File: config.mk
export PLATFORM = sky130hd
export DESIGN_NAME = field_centric_mecanum_mixer_core_flat
export DESIGN_NICKNAME = d
export VERILOG_FILES = /design/src/hdl/fcmm_pkg.sv /design/src/hdl/fcmm_cmd_if.sv /design/src/hdl/fcmm_pwr_if.sv /design/src/hdl/fcmm_mul.sv /design/src/hdl/fcmm_div.sv /design/src/hdl/fcmm_cordic.sv /design/src/hdl/field_centric_mecanum_mixer_core.sv /design/src/flat_wrapper.sv
export VERILOG_INCLUDE_DIRS = /design/src /design/src/hdl
export SDC_FILE = /design/constraint.sdc
export NUM_CORES = 2
export LEC_CHECK = 0
export ABC_AREA = 0
export BUFFER_PORTS_ARGS = -buffer_cell sky130_fd_sc_hd__buf_2
export CAP_MARGIN = 10
export CORE_MARGIN = 2
export CORE_UTILIZATION = 25
export CTS_CLUSTER_SIZE = 30
export DETAILED_ROUTE_END_ITERATION = 10
export HOLD_SLACK_MARGIN = 0.05
export MAX_ROUTING_LAYER = met4
export SLEW_MARGIN = 20
export SYNTH_ARGS = -nofsm -noshare
export SYNTH_HDL_FRONTEND = slang
export SYNTH_HIERARCHICAL = 1
export SYNTH_SLANG_ARGS = --single-unit
File: constraint.sdc
create_clock -name clk -period 13.85 [get_ports clk]
set_input_delay 1.385 -clock clk [delete_from_list [all_inputs] [get_ports clk]]
set_output_delay 1.385 -clock clk [all_outputs]
set_load 0.02 [all_outputs]
File: src/hdl/field_centric_mecanum_mixer_core_defines.svh
// Assertion macros for the field-centric mecanum mixer.
`ifndef FIELD_CENTRIC_MECANUM_MIXER_CORE_DEFINES_SVH
`define FIELD_CENTRIC_MECANUM_MIXER_CORE_DEFINES_SVH
`ifndef SYNTHESIS
// same-cycle implication
`define FCMM_ASSERT_NOW(label, clk, rst_n, ante, cons) \
	label: assert property (@(posedge clk) disable iff (!rst_n) (ante) |-> (cons)) \
	else $error("fcmm assertion failed");
// next-cycle implication
`define FCMM_ASSERT_NEXT(label, clk, rst_n, ante, cons) \
	label: assert property (@(posedge clk) disable iff (!rst_n) (ante) |=> (cons)) \
	else $error("fcmm assertion failed");
`else
`define FCMM_ASSERT_NOW(label, clk, rst_n, ante, cons)
`define FCMM_ASSERT_NEXT(label, clk, rst_n, ante, cons)
`endif
`endif

File: src/hdl/fcmm_pkg.sv
// Shared widths, constants and the arctangent table of the mecanum mixer.
package fcmm_pkg;
	localparam int CORDIC_STEPS = 16;
	localparam int VW = 27;            // Q16 datapath width
	localparam int AW = 34;            // CORDIC angle accumulator width
	localparam int MB = 30;            // serial multiplier operand width
	localparam int PW = VW + MB;       // product width
	localparam int DW = 50;            // divider numerator width
	localparam int QW = 26;            // divider quotient width
	localparam logic [MB-1:0] GAIN_Q30 = 30'd652032874;
	localparam logic [VW-1:0] LEARN_DEN = 27'd8323072;   // 127 * 65536
	localparam logic [4:0] LEARN_K = 5'd25;
	localparam logic [4:0] NORM_K = 5'd7;

	// register map indexes
	localparam logic [2:0] REG_SLEW = 3'd0;
	localparam logic [2:0] REG_STICK_DZ = 3'd1;
	localparam logic [2:0] REG_POST_DZ = 3'd2;
	localparam logic [2:0] REG_ROT_DB = 3'd3;
	localparam logic [2:0] REG_MIN_DRIVE = 3'd4;
	localparam logic [2:0] REG_LEARN_GAIN = 3'd5;

	// arctangent of 2^-i in 2^-32 turns
	function automatic logic [31:0] atan_at(input logic [4:0] i);
		logic [31:0] r;
		case (i)
			5'd0: r = 32'h20000000;
			5'd1: r = 32'h12E4051E;
			5'd2: r = 32'h09FB385B;
			5'd3: r = 32'h051111D4;
			5'd4: r = 32'h028B0D43;
			5'd5: r = 32'h0145D7E1;
			5'd6: r = 32'h00A2F61E;
			5'd7: r = 32'h00517C55;
			5'd8: r = 32'h0028BE53;
			5'd9: r = 32'h00145F2F;
			5'd10: r = 32'h000A2F98;
			5'd11: r = 32'h000517CC;
			5'd12: r = 32'h00028BE6;
			5'd13: r = 32'h000145F3;
			5'd14: r = 32'h0000A2FA;
			5'd15: r = 32'h0000517D;
			5'd16: r = 32'h000028BE;
			5'd17: r = 32'h0000145F;
			5'd18: r = 32'h00000A30;
			5'd19: r = 32'h00000518;
			5'd20: r = 32'h0000028C;
			5'd21: r = 32'h00000146;
			5'd22: r = 32'h000000A3;
			5'd23: r = 32'h00000051;
			default: r = 32'h0;
		endcase
		return r;
	endfunction
endpackage

File: src/hdl/fcmm_cmd_if.sv
// Stick command channel: one beat per control item.
interface fcmm_cmd_if;
	logic valid;
	logic ready;
	logic signed [7:0] forward_stick;
	logic signed [7:0] strafe_stick;
	logic signed [7:0] rotate_stick;
	logic [15:0] heading;
	logic field_centric;
	logic rezero;
	modport source(output valid, forward_stick, strafe_stick, rotate_stick, heading,
		field_centric, rezero, input ready);
	modport sink(input valid, forward_stick, strafe_stick, rotate_stick, heading,
		field_centric, rezero, output ready);
endinterface

File: src/hdl/fcmm_pwr_if.sv
// Wheel power channel: one beat per control item.
interface fcmm_pwr_if;
	logic valid;
	logic ready;
	logic signed [7:0] front_left_power;
	logic signed [7:0] front_right_power;
	logic signed [7:0] back_left_power;
	logic signed [7:0] back_right_power;
	modport source(output valid, front_left_power, front_right_power, back_left_power,
		back_right_power, input ready);
	modport sink(input valid, front_left_power, front_right_power, back_left_power,
		back_right_power, output ready);
endinterface

File: src/hdl/fcmm_mul.sv
// Bit-serial shift-add multiplier: signed by unsigned, one multiplier bit a cycle.
module fcmm_mul import fcmm_pkg::*; (
	input  logic                 clk,
	input  logic                 arst_n,
	input  logic                 start,
	input  logic signed [VW-1:0] a,
	input  logic [MB-1:0]        b,
	output logic                 done,
	output logic signed [PW-1:0] prod
);
	logic busy_q, done_q;
	logic [4:0] cnt_q;
	logic signed [PW-1:0] acc_q, ash_q;
	logic [MB-1:0] b_q;

	// sequencing
	always_ff @(posedge clk or negedge arst_n) begin
		if (!arst_n) begin
			busy_q <= 1'b0;
			done_q <= 1'b0;
			cnt_q <= '0;
		end else begin
			done_q <= 1'b0;
			if (start) begin
				busy_q <= 1'b1;
				cnt_q <= '0;
			end else if (busy_q) begin
				cnt_q <= cnt_q + 5'd1;
				if (cnt_q == 5'(MB - 1)) begin
					busy_q <= 1'b0;
					done_q <= 1'b1;
				end
			end
		end
	end

	// accumulate shifted multiplicand where the multiplier bit is set
	always_ff @(posedge clk) begin
		if (start) begin
			acc_q <= '0;
			ash_q <= PW'(a);
			b_q <= b;
		end else if (busy_q) begin
			if (b_q[0]) acc_q <= acc_q + ash_q;
			ash_q <= ash_q <<< 1;
			b_q <= b_q >> 1;
		end
	end

	assign done = done_q;
	assign prod = acc_q;
endmodule

File: src/hdl/fcmm_div.sv
// Restoring divider: one quotient bit a cycle, quotient bits k down to 0.
module fcmm_div import fcmm_pkg::*; (
	input  logic          clk,
	input  logic          arst_n,
	input  logic          start,
	input  logic [DW-1:0] num,
	input  logic [VW-1:0] den,
	input  logic [4:0]    k,
	output logic          done,
	output logic [QW-1:0] quo
);
	logic busy_q, done_q;
	logic [4:0] cnt_q;
	logic [DW-1:0] rem_q, dsh_q;
	logic [QW-1:0] q_q;
	logic ge;

	assign ge = rem_q >= dsh_q;

	// sequencing
	always_ff @(posedge clk or negedge arst_n) begin
		if (!arst_n) begin
			busy_q <= 1'b0;
			done_q <= 1'b0;
			cnt_q <= '0;
		end else begin
			done_q <= 1'b0;
			if (start) begin
				busy_q <= 1'b1;
				cnt_q <= k;
			end else if (busy_q) begin
				if (cnt_q == 5'd0) begin
					busy_q <= 1'b0;
					done_q <= 1'b1;
				end else begin
					cnt_q <= cnt_q - 5'd1;
				end
			end
		end
	end

	// trial subtract of the shifted divisor
	always_ff @(posedge clk) begin
		if (start) begin
			rem_q <= num;
			dsh_q <= DW'(den) << k;
			q_q <= '0;
		end else if (busy_q) begin
			if (ge) rem_q <= rem_q - dsh_q;
			q_q <= {q_q[QW-2:0], ge};
			dsh_q <= dsh_q >> 1;
		end
	end

	assign done = done_q;
	assign quo = q_q;
endmodule

File: src/hdl/fcmm_cordic.sv
// Iterative rotation-mode CORDIC on binary angles, one micro-rotation a cycle.
module fcmm_cordic import fcmm_pkg::*; (
	input  logic                 clk,
	input  logic                 arst_n,
	input  logic                 start,
	input  logic signed [VW-1:0] x0,
	input  logic signed [VW-1:0] y0,
	input  logic [31:0]          theta,
	output logic                 done,
	output logic signed [VW-1:0] x,
	output logic signed [VW-1:0] y
);
	localparam logic signed [AW-1:0] QTR = 34'sh0_4000_0000;
	localparam logic signed [AW-1:0] HALF = 34'sh0_8000_0000;

	logic busy_q, done_q;
	logic [4:0] i_q;
	logic signed [VW-1:0] x_q, y_q, dx, dy;
	logic signed [AW-1:0] z_q, zs, at;

	assign zs = AW'(signed'(theta));
	assign dx = y_q >>> i_q;
	assign dy = x_q >>> i_q;
	assign at = AW'(atan_at(i_q));

	// iteration count
	always_ff @(posedge clk or negedge arst_n) begin
		if (!arst_n) begin
			busy_q <= 1'b0;
			done_q <= 1'b0;
			i_q <= '0;
		end else begin
			done_q <= 1'b0;
			if (start) begin
				busy_q <= 1'b1;
				i_q <= '0;
			end else if (busy_q) begin
				i_q <= i_q + 5'd1;
				if (i_q == 5'(CORDIC_STEPS - 1)) begin
					busy_q <= 1'b0;
					done_q <= 1'b1;
				end
			end
		end
	end

	// half-turn pre-rotation, then micro-rotations
	always_ff @(posedge clk) begin
		if (start) begin
			if (zs > QTR) begin
				x_q <= -x0;
				y_q <= -y0;
				z_q <= zs - HALF;
			end else if (zs < -QTR) begin
				x_q <= -x0;
				y_q <= -y0;
				z_q <= zs + HALF;
			end else begin
				x_q <= x0;
				y_q <= y0;
				z_q <= zs;
			end
		end else if (busy_q) begin
			if (!z_q[AW-1]) begin
				x_q <= x_q - dx;
				y_q <= y_q + dy;
				z_q <= z_q - at;
			end else begin
				x_q <= x_q + dx;
				y_q <= y_q - dy;
				z_q <= z_q + at;
			end
		end
	end

	assign done = done_q;
	assign x = x_q;
	assign y = y_q;
endmodule

File: src/hdl/field_centric_mecanum_mixer_core.sv
// Field-centric mecanum mixer top level: control sequencer, registers, wheel slew.
// Robot-centric items go through mixing, then per wheel a normalise step, an optional scaling
// divide and a slew step. Field-centric adds the CORDIC rotation, two gain multiplies and
// a post-deadband step; a learning item adds one more multiply and a divide.
// One item in flight: the input is ready again in the cycle after the result loads;
// the result register frees the input side. arst_n clears state.
`include "field_centric_mecanum_mixer_core_defines.svh"
module field_centric_mecanum_mixer_core import fcmm_pkg::*; (
	input  logic        clk,
	input  logic        arst_n,
	fcmm_cmd_if.sink    cmd,
	fcmm_pwr_if.source  pwr,
	input  logic        psel,
	input  logic        penable,
	input  logic        pwrite,
	input  logic [4:0]  paddr,
	input  logic [31:0] pwdata,
	output logic [31:0] prdata,
	output logic        pready
);
	localparam logic [3:0] ST_IDLE = 4'd0;
	localparam logic [3:0] ST_CORD = 4'd1;
	localparam logic [3:0] ST_GX = 4'd2;
	localparam logic [3:0] ST_GY = 4'd3;
	localparam logic [3:0] ST_POST = 4'd4;
	localparam logic [3:0] ST_LMUL = 4'd5;
	localparam logic [3:0] ST_LDIV = 4'd6;
	localparam logic [3:0] ST_MIX = 4'd7;
	localparam logic [3:0] ST_NORM = 4'd8;
	localparam logic [3:0] ST_NDIV = 4'd9;
	localparam logic [3:0] ST_SLEW = 4'd10;
	localparam logic [3:0] ST_OUT = 4'd11;
	localparam logic [VW-1:0] FULL_Q16 = 27'd8323072;   // 127 in Q16

	function automatic logic [7:0] abs8(input logic signed [7:0] v);
		return v[7] ? 8'(-v) : 8'(v);
	endfunction

	function automatic logic signed [7:0] dead8(input logic signed [7:0] v,
		input logic [6:0] dz);
		return (abs8(v) < {1'b0, dz}) ? 8'sd0 : v;
	endfunction

	function automatic logic signed [VW-1:0] q16(input logic signed [7:0] v);
		return {{(VW-24){v[7]}}, v, 16'h0};
	endfunction

	function automatic logic [VW-1:0] absv(input logic signed [VW-1:0] v);
		return v[VW-1] ? VW'(-v) : VW'(v);
	endfunction

	// product over 2^30, truncated toward zero
	function automatic logic signed [VW-1:0] trunc30(input logic signed [PW-1:0] p);
		logic signed [PW-1:0] adj;
		adj = p[PW-1] ? p + PW'(32'h3FFF_FFFF) : p;
		return VW'(adj >>> 30);
	endfunction

	// configuration registers
	logic [7:0] slew_q, min_drive_q;
	logic [6:0] stick_dz_q, post_dz_q, rot_db_q;
	logic [15:0] learn_gain_q;
	logic cfg_wr;

	assign pready = 1'b1;
	assign cfg_wr = psel && penable && pwrite;

	always_ff @(posedge clk or negedge arst_n) begin
		if (!arst_n) begin
			slew_q <= 8'd50;
			stick_dz_q <= 7'd5;
			post_dz_q <= 7'd8;
			rot_db_q <= 7'd6;
			min_drive_q <= 8'd25;
			learn_gain_q <= 16'd4270;
		end else if (cfg_wr) begin
			case (paddr[4:2])
				REG_SLEW: slew_q <= pwdata[7:0];
				REG_STICK_DZ: stick_dz_q <= pwdata[6:0];
				REG_POST_DZ: post_dz_q <= pwdata[6:0];
				REG_ROT_DB: rot_db_q <= pwdata[6:0];
				REG_MIN_DRIVE: min_drive_q <= pwdata[7:0];
				REG_LEARN_GAIN: learn_gain_q <= pwdata[15:0];
				default: ;
			endcase
		end
	end

	// register read-back
	always_comb begin
		case (paddr[4:2])
			REG_SLEW: prdata = {24'h0, slew_q};
			REG_STICK_DZ: prdata = {25'h0, stick_dz_q};
			REG_POST_DZ: prdata = {25'h0, post_dz_q};
			REG_ROT_DB: prdata = {25'h0, rot_db_q};
			REG_MIN_DRIVE: prdata = {24'h0, min_drive_q};
			REG_LEARN_GAIN: prdata = {16'h0, learn_gain_q};
			default: prdata = 32'h0;
		endcase
	end

	// control and datapath state
	logic [3:0] state_q;
	logic [31:0] zero_q;
	logic last_mode_q;
	logic signed [7:0] wp_q [4];
	logic out_valid_q;
	logic signed [7:0] out_q [4];
	logic signed [VW-1:0] fq_q, sq_q, rq_q;
	logic signed [7:0] r_q;
	logic signed [VW-1:0] mix_q [4];
	logic [VW-1:0] maxv_q;
	logic [1:0] k_q;
	logic neg_q;
	logic signed [7:0] t_q;

	// unit hookup
	logic cor_done, mul_start, mul_done, div_start, div_done;
	logic signed [VW-1:0] cor_x, cor_y, mul_a;
	logic [MB-1:0] mul_b;
	logic signed [PW-1:0] mul_p;
	logic [DW-1:0] div_num;
	logic [VW-1:0] div_den;
	logic [4:0] div_k;
	logic [QW-1:0] div_q;

	// item intake
	logic accept;
	logic signed [7:0] f_dz, s_dz, r_dz;
	logic [31:0] hq, zero_nx, theta;

	assign cmd.ready = (state_q == ST_IDLE);
	assign accept = cmd.valid && cmd.ready;
	assign f_dz = dead8(cmd.forward_stick, stick_dz_q);
	assign s_dz = dead8(cmd.strafe_stick, stick_dz_q);
	assign r_dz = dead8(cmd.rotate_stick, stick_dz_q);
	assign hq = {cmd.heading, 16'h0};

	always_comb begin
		zero_nx = zero_q;
		if (cmd.field_centric && !last_mode_q) zero_nx = hq;
		if (cmd.rezero) zero_nx = hq;
	end
	assign theta = zero_nx - hq;

	// post deadband and learning test
	logic signed [VW-1:0] fpd, spd;
	logic [VW-1:0] pd, afp, asp;
	logic learn;
	assign pd = VW'({post_dz_q, 16'h0});
	assign fpd = (absv(fq_q) < pd) ? '0 : fq_q;
	assign spd = (absv(sq_q) < pd) ? '0 : sq_q;
	assign afp = absv(fpd);
	assign asp = absv(spd);
	assign learn = (abs8(r_q) <= {1'b0, rot_db_q}) &&
		((VW+1)'(afp) + (VW+1)'(asp) > (VW+1)'({min_drive_q, 16'h0})) &&
		((VW+1)'(afp) > ((VW+1)'(asp) << 1));

	// mixing and largest magnitude
	logic signed [VW-1:0] mx [4];
	logic [VW-1:0] am [4], max01, max23;
	assign mx[0] = fq_q + sq_q + rq_q;
	assign mx[1] = fq_q - sq_q - rq_q;
	assign mx[2] = fq_q - sq_q + rq_q;
	assign mx[3] = fq_q + sq_q - rq_q;
	always_comb begin
		for (int j = 0; j < 4; j++) am[j] = absv(mx[j]);
	end
	assign max01 = (am[0] > am[1]) ? am[0] : am[1];
	assign max23 = (am[2] > am[3]) ? am[2] : am[3];

	// per-wheel target and slew
	logic signed [VW-1:0] mk;
	logic [VW-1:0] amk;
	logic [7:0] tmag;
	logic signed [9:0] diff, adiff, wstep;
	logic signed [7:0] wp_nx;
	assign mk = mix_q[k_q];
	assign amk = absv(mk);
	assign tmag = amk[23:16];
	assign diff = 10'(t_q) - 10'(wp_q[k_q]);
	assign adiff = diff[9] ? -diff : diff;
	always_comb begin
		if (adiff <= 10'(slew_q)) wstep = diff;
		else if (diff[9]) wstep = -10'(slew_q);
		else wstep = 10'(slew_q);
	end
	assign wp_nx = 8'(10'(wp_q[k_q]) + wstep);

	// learning nudge
	logic signed [QW:0] dq;
	assign dq = neg_q ? -(QW+1)'(div_q) : (QW+1)'(div_q);

	// unit starts and operands
	always_comb begin
		mul_start = 1'b0;
		mul_a = cor_x;
		mul_b = GAIN_Q30;
		div_start = 1'b0;
		div_num = (DW'(amk) << 7) - DW'(amk);
		div_den = maxv_q;
		div_k = NORM_K;
		case (state_q)
			ST_CORD: mul_start = cor_done;
			ST_GX: begin
				mul_start = mul_done;
				mul_a = cor_y;
			end
			ST_POST: begin
				mul_start = learn;
				mul_a = -spd;
				mul_b = MB'(learn_gain_q);
			end
			ST_LMUL: begin
				div_start = mul_done;
				div_num = (mul_p[PW-1] ? DW'(-mul_p) : DW'(mul_p)) << 7;
				div_den = LEARN_DEN;
				div_k = LEARN_K;
			end
			ST_NORM: div_start = (maxv_q > FULL_Q16);
			default: ;
		endcase
	end

	// sequencer and state
	always_ff @(posedge clk or negedge arst_n) begin
		if (!arst_n) begin
			state_q <= ST_IDLE;
			zero_q <= '0;
			last_mode_q <= 1'b0;
			out_valid_q <= 1'b0;
			k_q <= '0;
			for (int j = 0; j < 4; j++) wp_q[j] <= '0;
		end else begin
			// result register: loads when free or draining, clears when drained
			if (state_q == ST_OUT && (!out_valid_q || pwr.ready)) out_valid_q <= 1'b1;
			else if (pwr.valid && pwr.ready) out_valid_q <= 1'b0;
			case (state_q)
				ST_IDLE: if (accept) begin
					zero_q <= zero_nx;
					last_mode_q <= cmd.field_centric;
					state_q <= cmd.field_centric ? ST_CORD : ST_MIX;
				end
				ST_CORD: if (cor_done) state_q <= ST_GX;
				ST_GX: if (mul_done) state_q <= ST_GY;
				ST_GY: if (mul_done) state_q <= ST_POST;
				ST_POST: state_q <= learn ? ST_LMUL : ST_MIX;
				ST_LMUL: if (mul_done) state_q <= ST_LDIV;
				ST_LDIV: if (div_done) begin
					zero_q <= zero_q + 32'(dq);
					state_q <= ST_MIX;
				end
				ST_MIX: begin
					k_q <= '0;
					state_q <= ST_NORM;
				end
				ST_NORM: state_q <= (maxv_q > FULL_Q16) ? ST_NDIV : ST_SLEW;
				ST_NDIV: if (div_done) state_q <= ST_SLEW;
				ST_SLEW: begin
					wp_q[k_q] <= wp_nx;
					k_q <= k_q + 2'd1;
					state_q <= (k_q == 2'd3) ? ST_OUT : ST_NORM;
				end
				ST_OUT: if (!out_valid_q || pwr.ready) state_q <= ST_IDLE;
				default: state_q <= ST_IDLE;
			endcase
		end
	end

	// datapath registers
	always_ff @(posedge clk) begin
		case (state_q)
			ST_IDLE: if (accept) begin
				fq_q <= q16(f_dz);
				sq_q <= q16(s_dz);
				rq_q <= q16(r_dz);
				r_q <= r_dz;
			end
			ST_GX: if (mul_done) fq_q <= trunc30(mul_p);
			ST_GY: if (mul_done) sq_q <= trunc30(mul_p);
			ST_POST: begin
				fq_q <= fpd;
				sq_q <= spd;
			end
			ST_LMUL: if (mul_done) neg_q <= mul_p[PW-1];
			ST_MIX: begin
				for (int j = 0; j < 4; j++) mix_q[j] <= mx[j];
				maxv_q <= (max01 > max23) ? max01 : max23;
			end
			ST_NORM: begin
				neg_q <= mk[VW-1];
				t_q <= mk[VW-1] ? -signed'(tmag) : signed'(tmag);
			end
			ST_NDIV: if (div_done) t_q <= neg_q ? -signed'(div_q[7:0]) : signed'(div_q[7:0]);
			ST_OUT: if (!out_valid_q || pwr.ready) begin
				for (int j = 0; j < 4; j++) out_q[j] <= wp_q[j];
			end
			default: ;
		endcase
	end

	assign pwr.valid = out_valid_q;
	assign pwr.front_left_power = out_q[0];
	assign pwr.front_right_power = out_q[1];
	assign pwr.back_left_power = out_q[2];
	assign pwr.back_right_power = out_q[3];

	fcmm_cordic u_cordic (
		.clk(clk), .arst_n(arst_n), .start(accept && cmd.field_centric),
		.x0(q16(f_dz)), .y0(q16(s_dz)), .theta(theta),
		.done(cor_done), .x(cor_x), .y(cor_y)
	);

	fcmm_mul u_mul (
		.clk(clk), .arst_n(arst_n), .start(mul_start), .a(mul_a), .b(mul_b),
		.done(mul_done), .prod(mul_p)
	);

	fcmm_div u_div (
		.clk(clk), .arst_n(arst_n), .start(div_start), .num(div_num), .den(div_den),
		.k(div_k), .done(div_done), .quo(div_q)
	);

	`FCMM_ASSERT_NEXT(a_busy_after_accept, clk, arst_n, accept, state_q != ST_IDLE)
	`FCMM_ASSERT_NOW(a_fl_range, clk, arst_n, pwr.valid, pwr.front_left_power != -8'sd128)
	`FCMM_ASSERT_NOW(a_br_range, clk, arst_n, pwr.valid, pwr.back_right_power != -8'sd128)
	`FCMM_ASSERT_NOW(a_div_phase, clk, arst_n, div_done, state_q == ST_LDIV || state_q == ST_NDIV)
endmodule

File: src/flat_wrapper.sv
// flat-port wrapper written by rule: the top's interface ports become plain ports
module field_centric_mecanum_mixer_core_flat import fcmm_pkg::*;
  (clk, arst_n, psel, penable, pwrite, paddr, pwdata, prdata, pready, cmd_valid, cmd_forward_stick, cmd_strafe_stick, cmd_rotate_stick, cmd_heading, cmd_field_centric, cmd_rezero, cmd_ready, pwr_valid, pwr_front_left_power, pwr_front_right_power, pwr_back_left_power, pwr_back_right_power, pwr_ready);
  fcmm_cmd_if cmd_i ();
  fcmm_pwr_if pwr_i ();
  input  logic clk;
  input  logic arst_n;
  input  logic psel;
  input  logic penable;
  input  logic pwrite;
  input  logic [4:0] paddr;
  input  logic [31:0] pwdata;
  output logic [31:0] prdata;
  output logic pready;
  input wire logic [$bits(cmd_i.valid)-1:0] cmd_valid;
  input wire logic [$bits(cmd_i.forward_stick)-1:0] cmd_forward_stick;
  input wire logic [$bits(cmd_i.strafe_stick)-1:0] cmd_strafe_stick;
  input wire logic [$bits(cmd_i.rotate_stick)-1:0] cmd_rotate_stick;
  input wire logic [$bits(cmd_i.heading)-1:0] cmd_heading;
  input wire logic [$bits(cmd_i.field_centric)-1:0] cmd_field_centric;
  input wire logic [$bits(cmd_i.rezero)-1:0] cmd_rezero;
  output wire logic [$bits(cmd_i.ready)-1:0] cmd_ready;
  output wire logic [$bits(pwr_i.valid)-1:0] pwr_valid;
  output wire logic [$bits(pwr_i.front_left_power)-1:0] pwr_front_left_power;
  output wire logic [$bits(pwr_i.front_right_power)-1:0] pwr_front_right_power;
  output wire logic [$bits(pwr_i.back_left_power)-1:0] pwr_back_left_power;
  output wire logic [$bits(pwr_i.back_right_power)-1:0] pwr_back_right_power;
  input wire logic [$bits(pwr_i.ready)-1:0] pwr_ready;
  assign cmd_i.valid = cmd_valid;
  assign cmd_i.forward_stick = cmd_forward_stick;
  assign cmd_i.strafe_stick = cmd_strafe_stick;
  assign cmd_i.rotate_stick = cmd_rotate_stick;
  assign cmd_i.heading = cmd_heading;
  assign cmd_i.field_centric = cmd_field_centric;
  assign cmd_i.rezero = cmd_rezero;
  assign cmd_ready = cmd_i.ready;
  assign pwr_valid = pwr_i.valid;
  assign pwr_front_left_power = pwr_i.front_left_power;
  assign pwr_front_right_power = pwr_i.front_right_power;
  assign pwr_back_left_power = pwr_i.back_left_power;
  assign pwr_back_right_power = pwr_i.back_right_power;
  assign pwr_i.ready = pwr_ready;
  field_centric_mecanum_mixer_core u_core (.clk(clk), .arst_n(arst_n), .cmd(cmd_i), .pwr(pwr_i), .psel(psel), .penable(penable), .pwrite(pwrite), .paddr(paddr), .pwdata(pwdata), .prdata(prdata), .pready(pready));
endmodule
==> impl_results.md <==
* Wire length reported by the detailed router at 239.6 mm
* CTS Hold Bufs at 0
* Pin count of the biggest net entering global routing at 92
* Cell seen most often among critical-path stages: sky130_fd_sc_hd__o21a_1
* Overall via count from detail_route at 63.31k
* Fraction of registers with async set or reset after synthesis at 0.2068
* Highest-count cells in the layout ignoring fill and taps: 768 x sky130_fd_sc_hd__nand2_1, 647 x sky130_fd_sc_hd__nor2_1, 619 x sky130_fd_sc_hd__o21ai_0
* Fraction of final layout cells with drive strength greater than 1 at 0.09637
* Number of filler instances in the final layout at 30.58k
* Clock tree from TritonCTS: built
* M1 GR Usage at 0.2183
* Grt total ovfl at 0
* Reg-to-reg critical path endpoint: u_core/maxv_q[6]
* EDFF count, synth at 477
* Syn. warnings at 6
* Hold_ws at 0.4672 ns
* Most common flop cell mapped by yosys: sky130_fd_sc_hd__edfxtp_1
* Sequential share of the synthesized area at 0.2745
* Arrival time reported for the critical path endpoint at 13.35 ns
* Mean Syn Cell Area at 8.511 µm²
* Min-Delay Path Depth at 0
* GRT met3 Usage at 0.02041
* Pre-CTS setup slack at 1.019 ns
* Worst path setup slack after routing at 0.9447 ns
* Initial standard-cell utilization of the core at 0.2513
* Outcome: complete, no violations
* Wire length of the first global-routing pass at 364.3 mm
* Critical path's largest stage delay at 0.58 ns
* Worst skew pair latency at 0.75 ns
* Detailed-routing iteration count for the pre-antenna-repair pass at 6
* Post-layout minimum cycle time at 12.91 ns
* Launch instance of the worst min-delay path: u_core/wp_q[11]
* Setup TNS Final at 0 ns
* Depth of the CTS H-tree at 3
* Cell types with the largest area share after synthesis: sky130_fd_sc_hd__edfxtp_1 20%, sky130_fd_sc_hd__ha_1 10%, sky130_fd_sc_hd__xnor2_1 6.1%
* Die outline width at 539.2 µm
* Slack of the worst reg-to-reg path at 0.94 ns
* Remaining antenna violation count after routing at 0
* Number of distinct library cells after synthesis at 144
* Worst setup path class: flop to flop
* Worst hold path class: flop to flop
* All-Layer GR Usage at 0.1626
* Average routed wire per standard cell at 19.54 µm
* Gr busiest metal: met2
* Maximum fanout along the worst path at 18
* Fin. Hold Viols at 0
* Unrepaired setup endpoints after global routing: no
* Total count of max-transition violations in the final report at 0
* Req. time, crit path at 14.30 ns
* Synthesis-to-layout area growth at 10.73%
* Worst clock skew at 0.05346 ns
* Placed wire-length estimate after detailed placement at 185.4 mm
* Synthesized instance count at 8415
* Clock-pin slew of the registers on the worst-case setup and hold paths at 0.06 ns
* Seq cells post-synth at 706
* Fraction of the cycle the final worst path needs at 0.9318
* Total Die Area at 0.2908 mm²
* Cell with the biggest individual delay on the critical path: sky130_fd_sc_hd__ha_2
* Number of I/O port buffers at 117
* Share of the synthesized area in the top cell type at 0.2000
* Leading cell type in the layout, fill and taps excluded: sky130_fd_sc_hd__nand2_1
* Buffer levels on the longest clock path at 3
* Sort of element at the start of the critical path: flop
* Number of failing setup endpoints in the final timing report at 0
* Yosys top cell by area: sky130_fd_sc_hd__edfxtp_1
* Endpoint of the worst hold-timing path: u_core/out_q[2][3]
* I/O pin count at 153
* Relative max-transition margin at 0.2128
* Global placer's final weighted congestion at 1.002
* Fraction of met2 tracks used by global routing at 0.2490
* Vias in the first global route at 59.07k
* Count of routing violations after the opening detailed-route iteration at 5738
* Fmax at 77.49 MHz
* Kind of capture point of the worst setup path: flop
* R2r startpoint: u_core/sq_q[4]
* Measured slew at the worst slew-check pin at 1.176 ns
* Area of the placeable core at 0.2850 mm²
* Initial antenna violation count at 15
* Final routed DRC violation total at 0
* Net count of the finished layout at 9104
* MaxCap Viol Count at 0
* Number of cell instances on the worst register-to-register path at 57
* Per-cell via count in the routed design at 5.164
* # clock sinks at 706
* Vertical extent of the die at 539.2 µm
* Post-Syn Area at 0.07162 mm²
* CTS Root Buffer Type: sky130_fd_sc_hd__clkbuf_16
* Number of buffers created by CTS at 84
* Number of placement rows at 196
## through the flow
step	cell area [µm²]	cells	util
2_1_floorplan	72080	8537	-
3_3_place_gp	76460	12090	0.2683
3_5_place_dp	76460	12090	0.2683
4_1_cts	79270	12250	0.2782
5_1_grt	79300	12260	0.2783
6_report	79300	12260	0.2783
## flip-flops by register name (all words and copies together) (netlist names), 7 cells and up
name                 count
u_core/mix_q            73
u_core/u_mul/ash_q      57
u_core/u_mul/prod       57
u_core/u_div/dsh_q      50
u_core/u_div/rem_q      50
u_core/u_cordic/z_q     34
u_core/out_q            32
u_core/wp_q             32
u_core/zero_q           32
u_core/u_mul/b_q        30
u_core/fq_q             27
u_core/sq_q             27
u_core/u_cordic/x       27
u_core/u_cordic/y       27
u_core/maxv_q           26
u_core/u_div/quo        26
u_core/learn_gain_q     16
u_core/min_drive_q       8
u_core/r_q               8
u_core/slew_q            8
u_core/t_q               8
u_core/post_dz_q         7
u_core/rot_db_q          7
u_core/stick_dz_q        7
## cell families after synthesis
| logic type | synth area share |
|---|---|
| AOI/OAI and AO/OA | 0.2087 |
| xor gates and xnor gates | 0.09182 |
| adders and majority gates | 0.1071 |
| buffers and inverters | 0.05494 |
| DFF | 0.2745 |
| muxes | 0.08974 |
| other | 0.0001049 |
| and+or+nand+nor | 0.1731 |
## repair_timing
| item | 4_1_cts | 5_1_grt |
|---|---|---|
| endpoints found under the setup margin | 0 | 12 |
| buffers inserted | 0 | 0 |
| gates resized for setup | 0 | 2 |
## synthesized netlist by cell type (56+ instances only)
cell type and number:
sky130_fd_sc_hd__nand2_1 773, sky130_fd_sc_hd__nor2_1 649, sky130_fd_sc_hd__o21ai_0 619, sky130_fd_sc_hd__a21oi_1 596, sky130_fd_sc_hd__ha_1 585, sky130_fd_sc_hd__inv_1 545
sky130_fd_sc_hd__xnor2_1 497, sky130_fd_sc_hd__edfxtp_1 477, sky130_fd_sc_hd__clkbuf_1 285, sky130_fd_sc_hd__xor2_1 252, sky130_fd_sc_hd__mux2i_1 200, sky130_fd_sc_hd__mux2_2 189
sky130_fd_sc_hd__nor3_1 182, sky130_fd_sc_hd__a21o_1 180, sky130_fd_sc_hd__nand3_1 153, sky130_fd_sc_hd__dfrtp_1 129, sky130_fd_sc_hd__nand2b_1 127, sky130_fd_sc_hd__and2_1 113
sky130_fd_sc_hd__a31oi_1 104, sky130_fd_sc_hd__o21a_1 102, sky130_fd_sc_hd__nand4_1 100, sky130_fd_sc_hd__mux4_2 88, sky130_fd_sc_hd__nor2b_1 87, sky130_fd_sc_hd__dfxtp_1 83
sky130_fd_sc_hd__and3_1 80, sky130_fd_sc_hd__o21bai_1 77, sky130_fd_sc_hd__o31ai_1 70, sky130_fd_sc_hd__nor4_1 64, sky130_fd_sc_hd__a211oi_1 63, sky130_fd_sc_hd__o22ai_1 60
sky130_fd_sc_hd__buf_2 56
## metal layers
layer / wire (µm) / vias up
met5: 0 / -
met1: 108400 / 30210
met3: 16060 / 388
met2: 106200 / 2187
li1: - / 30530
met4: 8982 / 0
## layout make-up
type,instances,area (µm²),share of cell area
Clock inverter,46,455.4,0.005743
Timing Repair Buffer,219,1370,0.01728
Inverter,555,2087,0.02632
Sequential cell,706,19670,0.2481
Tap cell,3762,4707,0.05935
Clock buffer,111,2347,0.02960
Multi-Input combinational cell,6851,48640,0.6133
Antenna cell,11,27.53,0.0003471
## worst max-delay path, delay by kind of cell (launching register included)
kind                     cells  cell delay (ns)
AO/OA/AOI/OAI               27             6.07
multiplexers                 3             0.59
flip-flops                   1             0.51
AND/OR/NAND/NOR             14             2.12
buffers and inverters        7             1.27
adder cells (fa/ha/maj)      4             1.56
XOR/XNOR                     2             0.41
## worst max path at each step
stage	end	slack, ns	start	cells past startpoint
2_1_floorplan	u_core/maxv_q[10]	2.97	u_core/sq_q[11]	62
3_3_place_gp	u_core/maxv_q[24]	1.11	u_core/sq_q[4]	58
3_5_place_dp	u_core/maxv_q[25]	1.02	u_core/sq_q[4]	58
4_1_cts	u_core/maxv_q[5]	0.92	u_core/sq_q[4]	58
5_1_grt	u_core/maxv_q[10]	0.03	u_core/sq_q[4]	61
6_report	u_core/maxv_q[6]	0.94	u_core/sq_q[4]	57
Power is left out: the tool's default activity adds up to more than one toggle a clock period on the data nets, which glitch-free logic cannot reach.
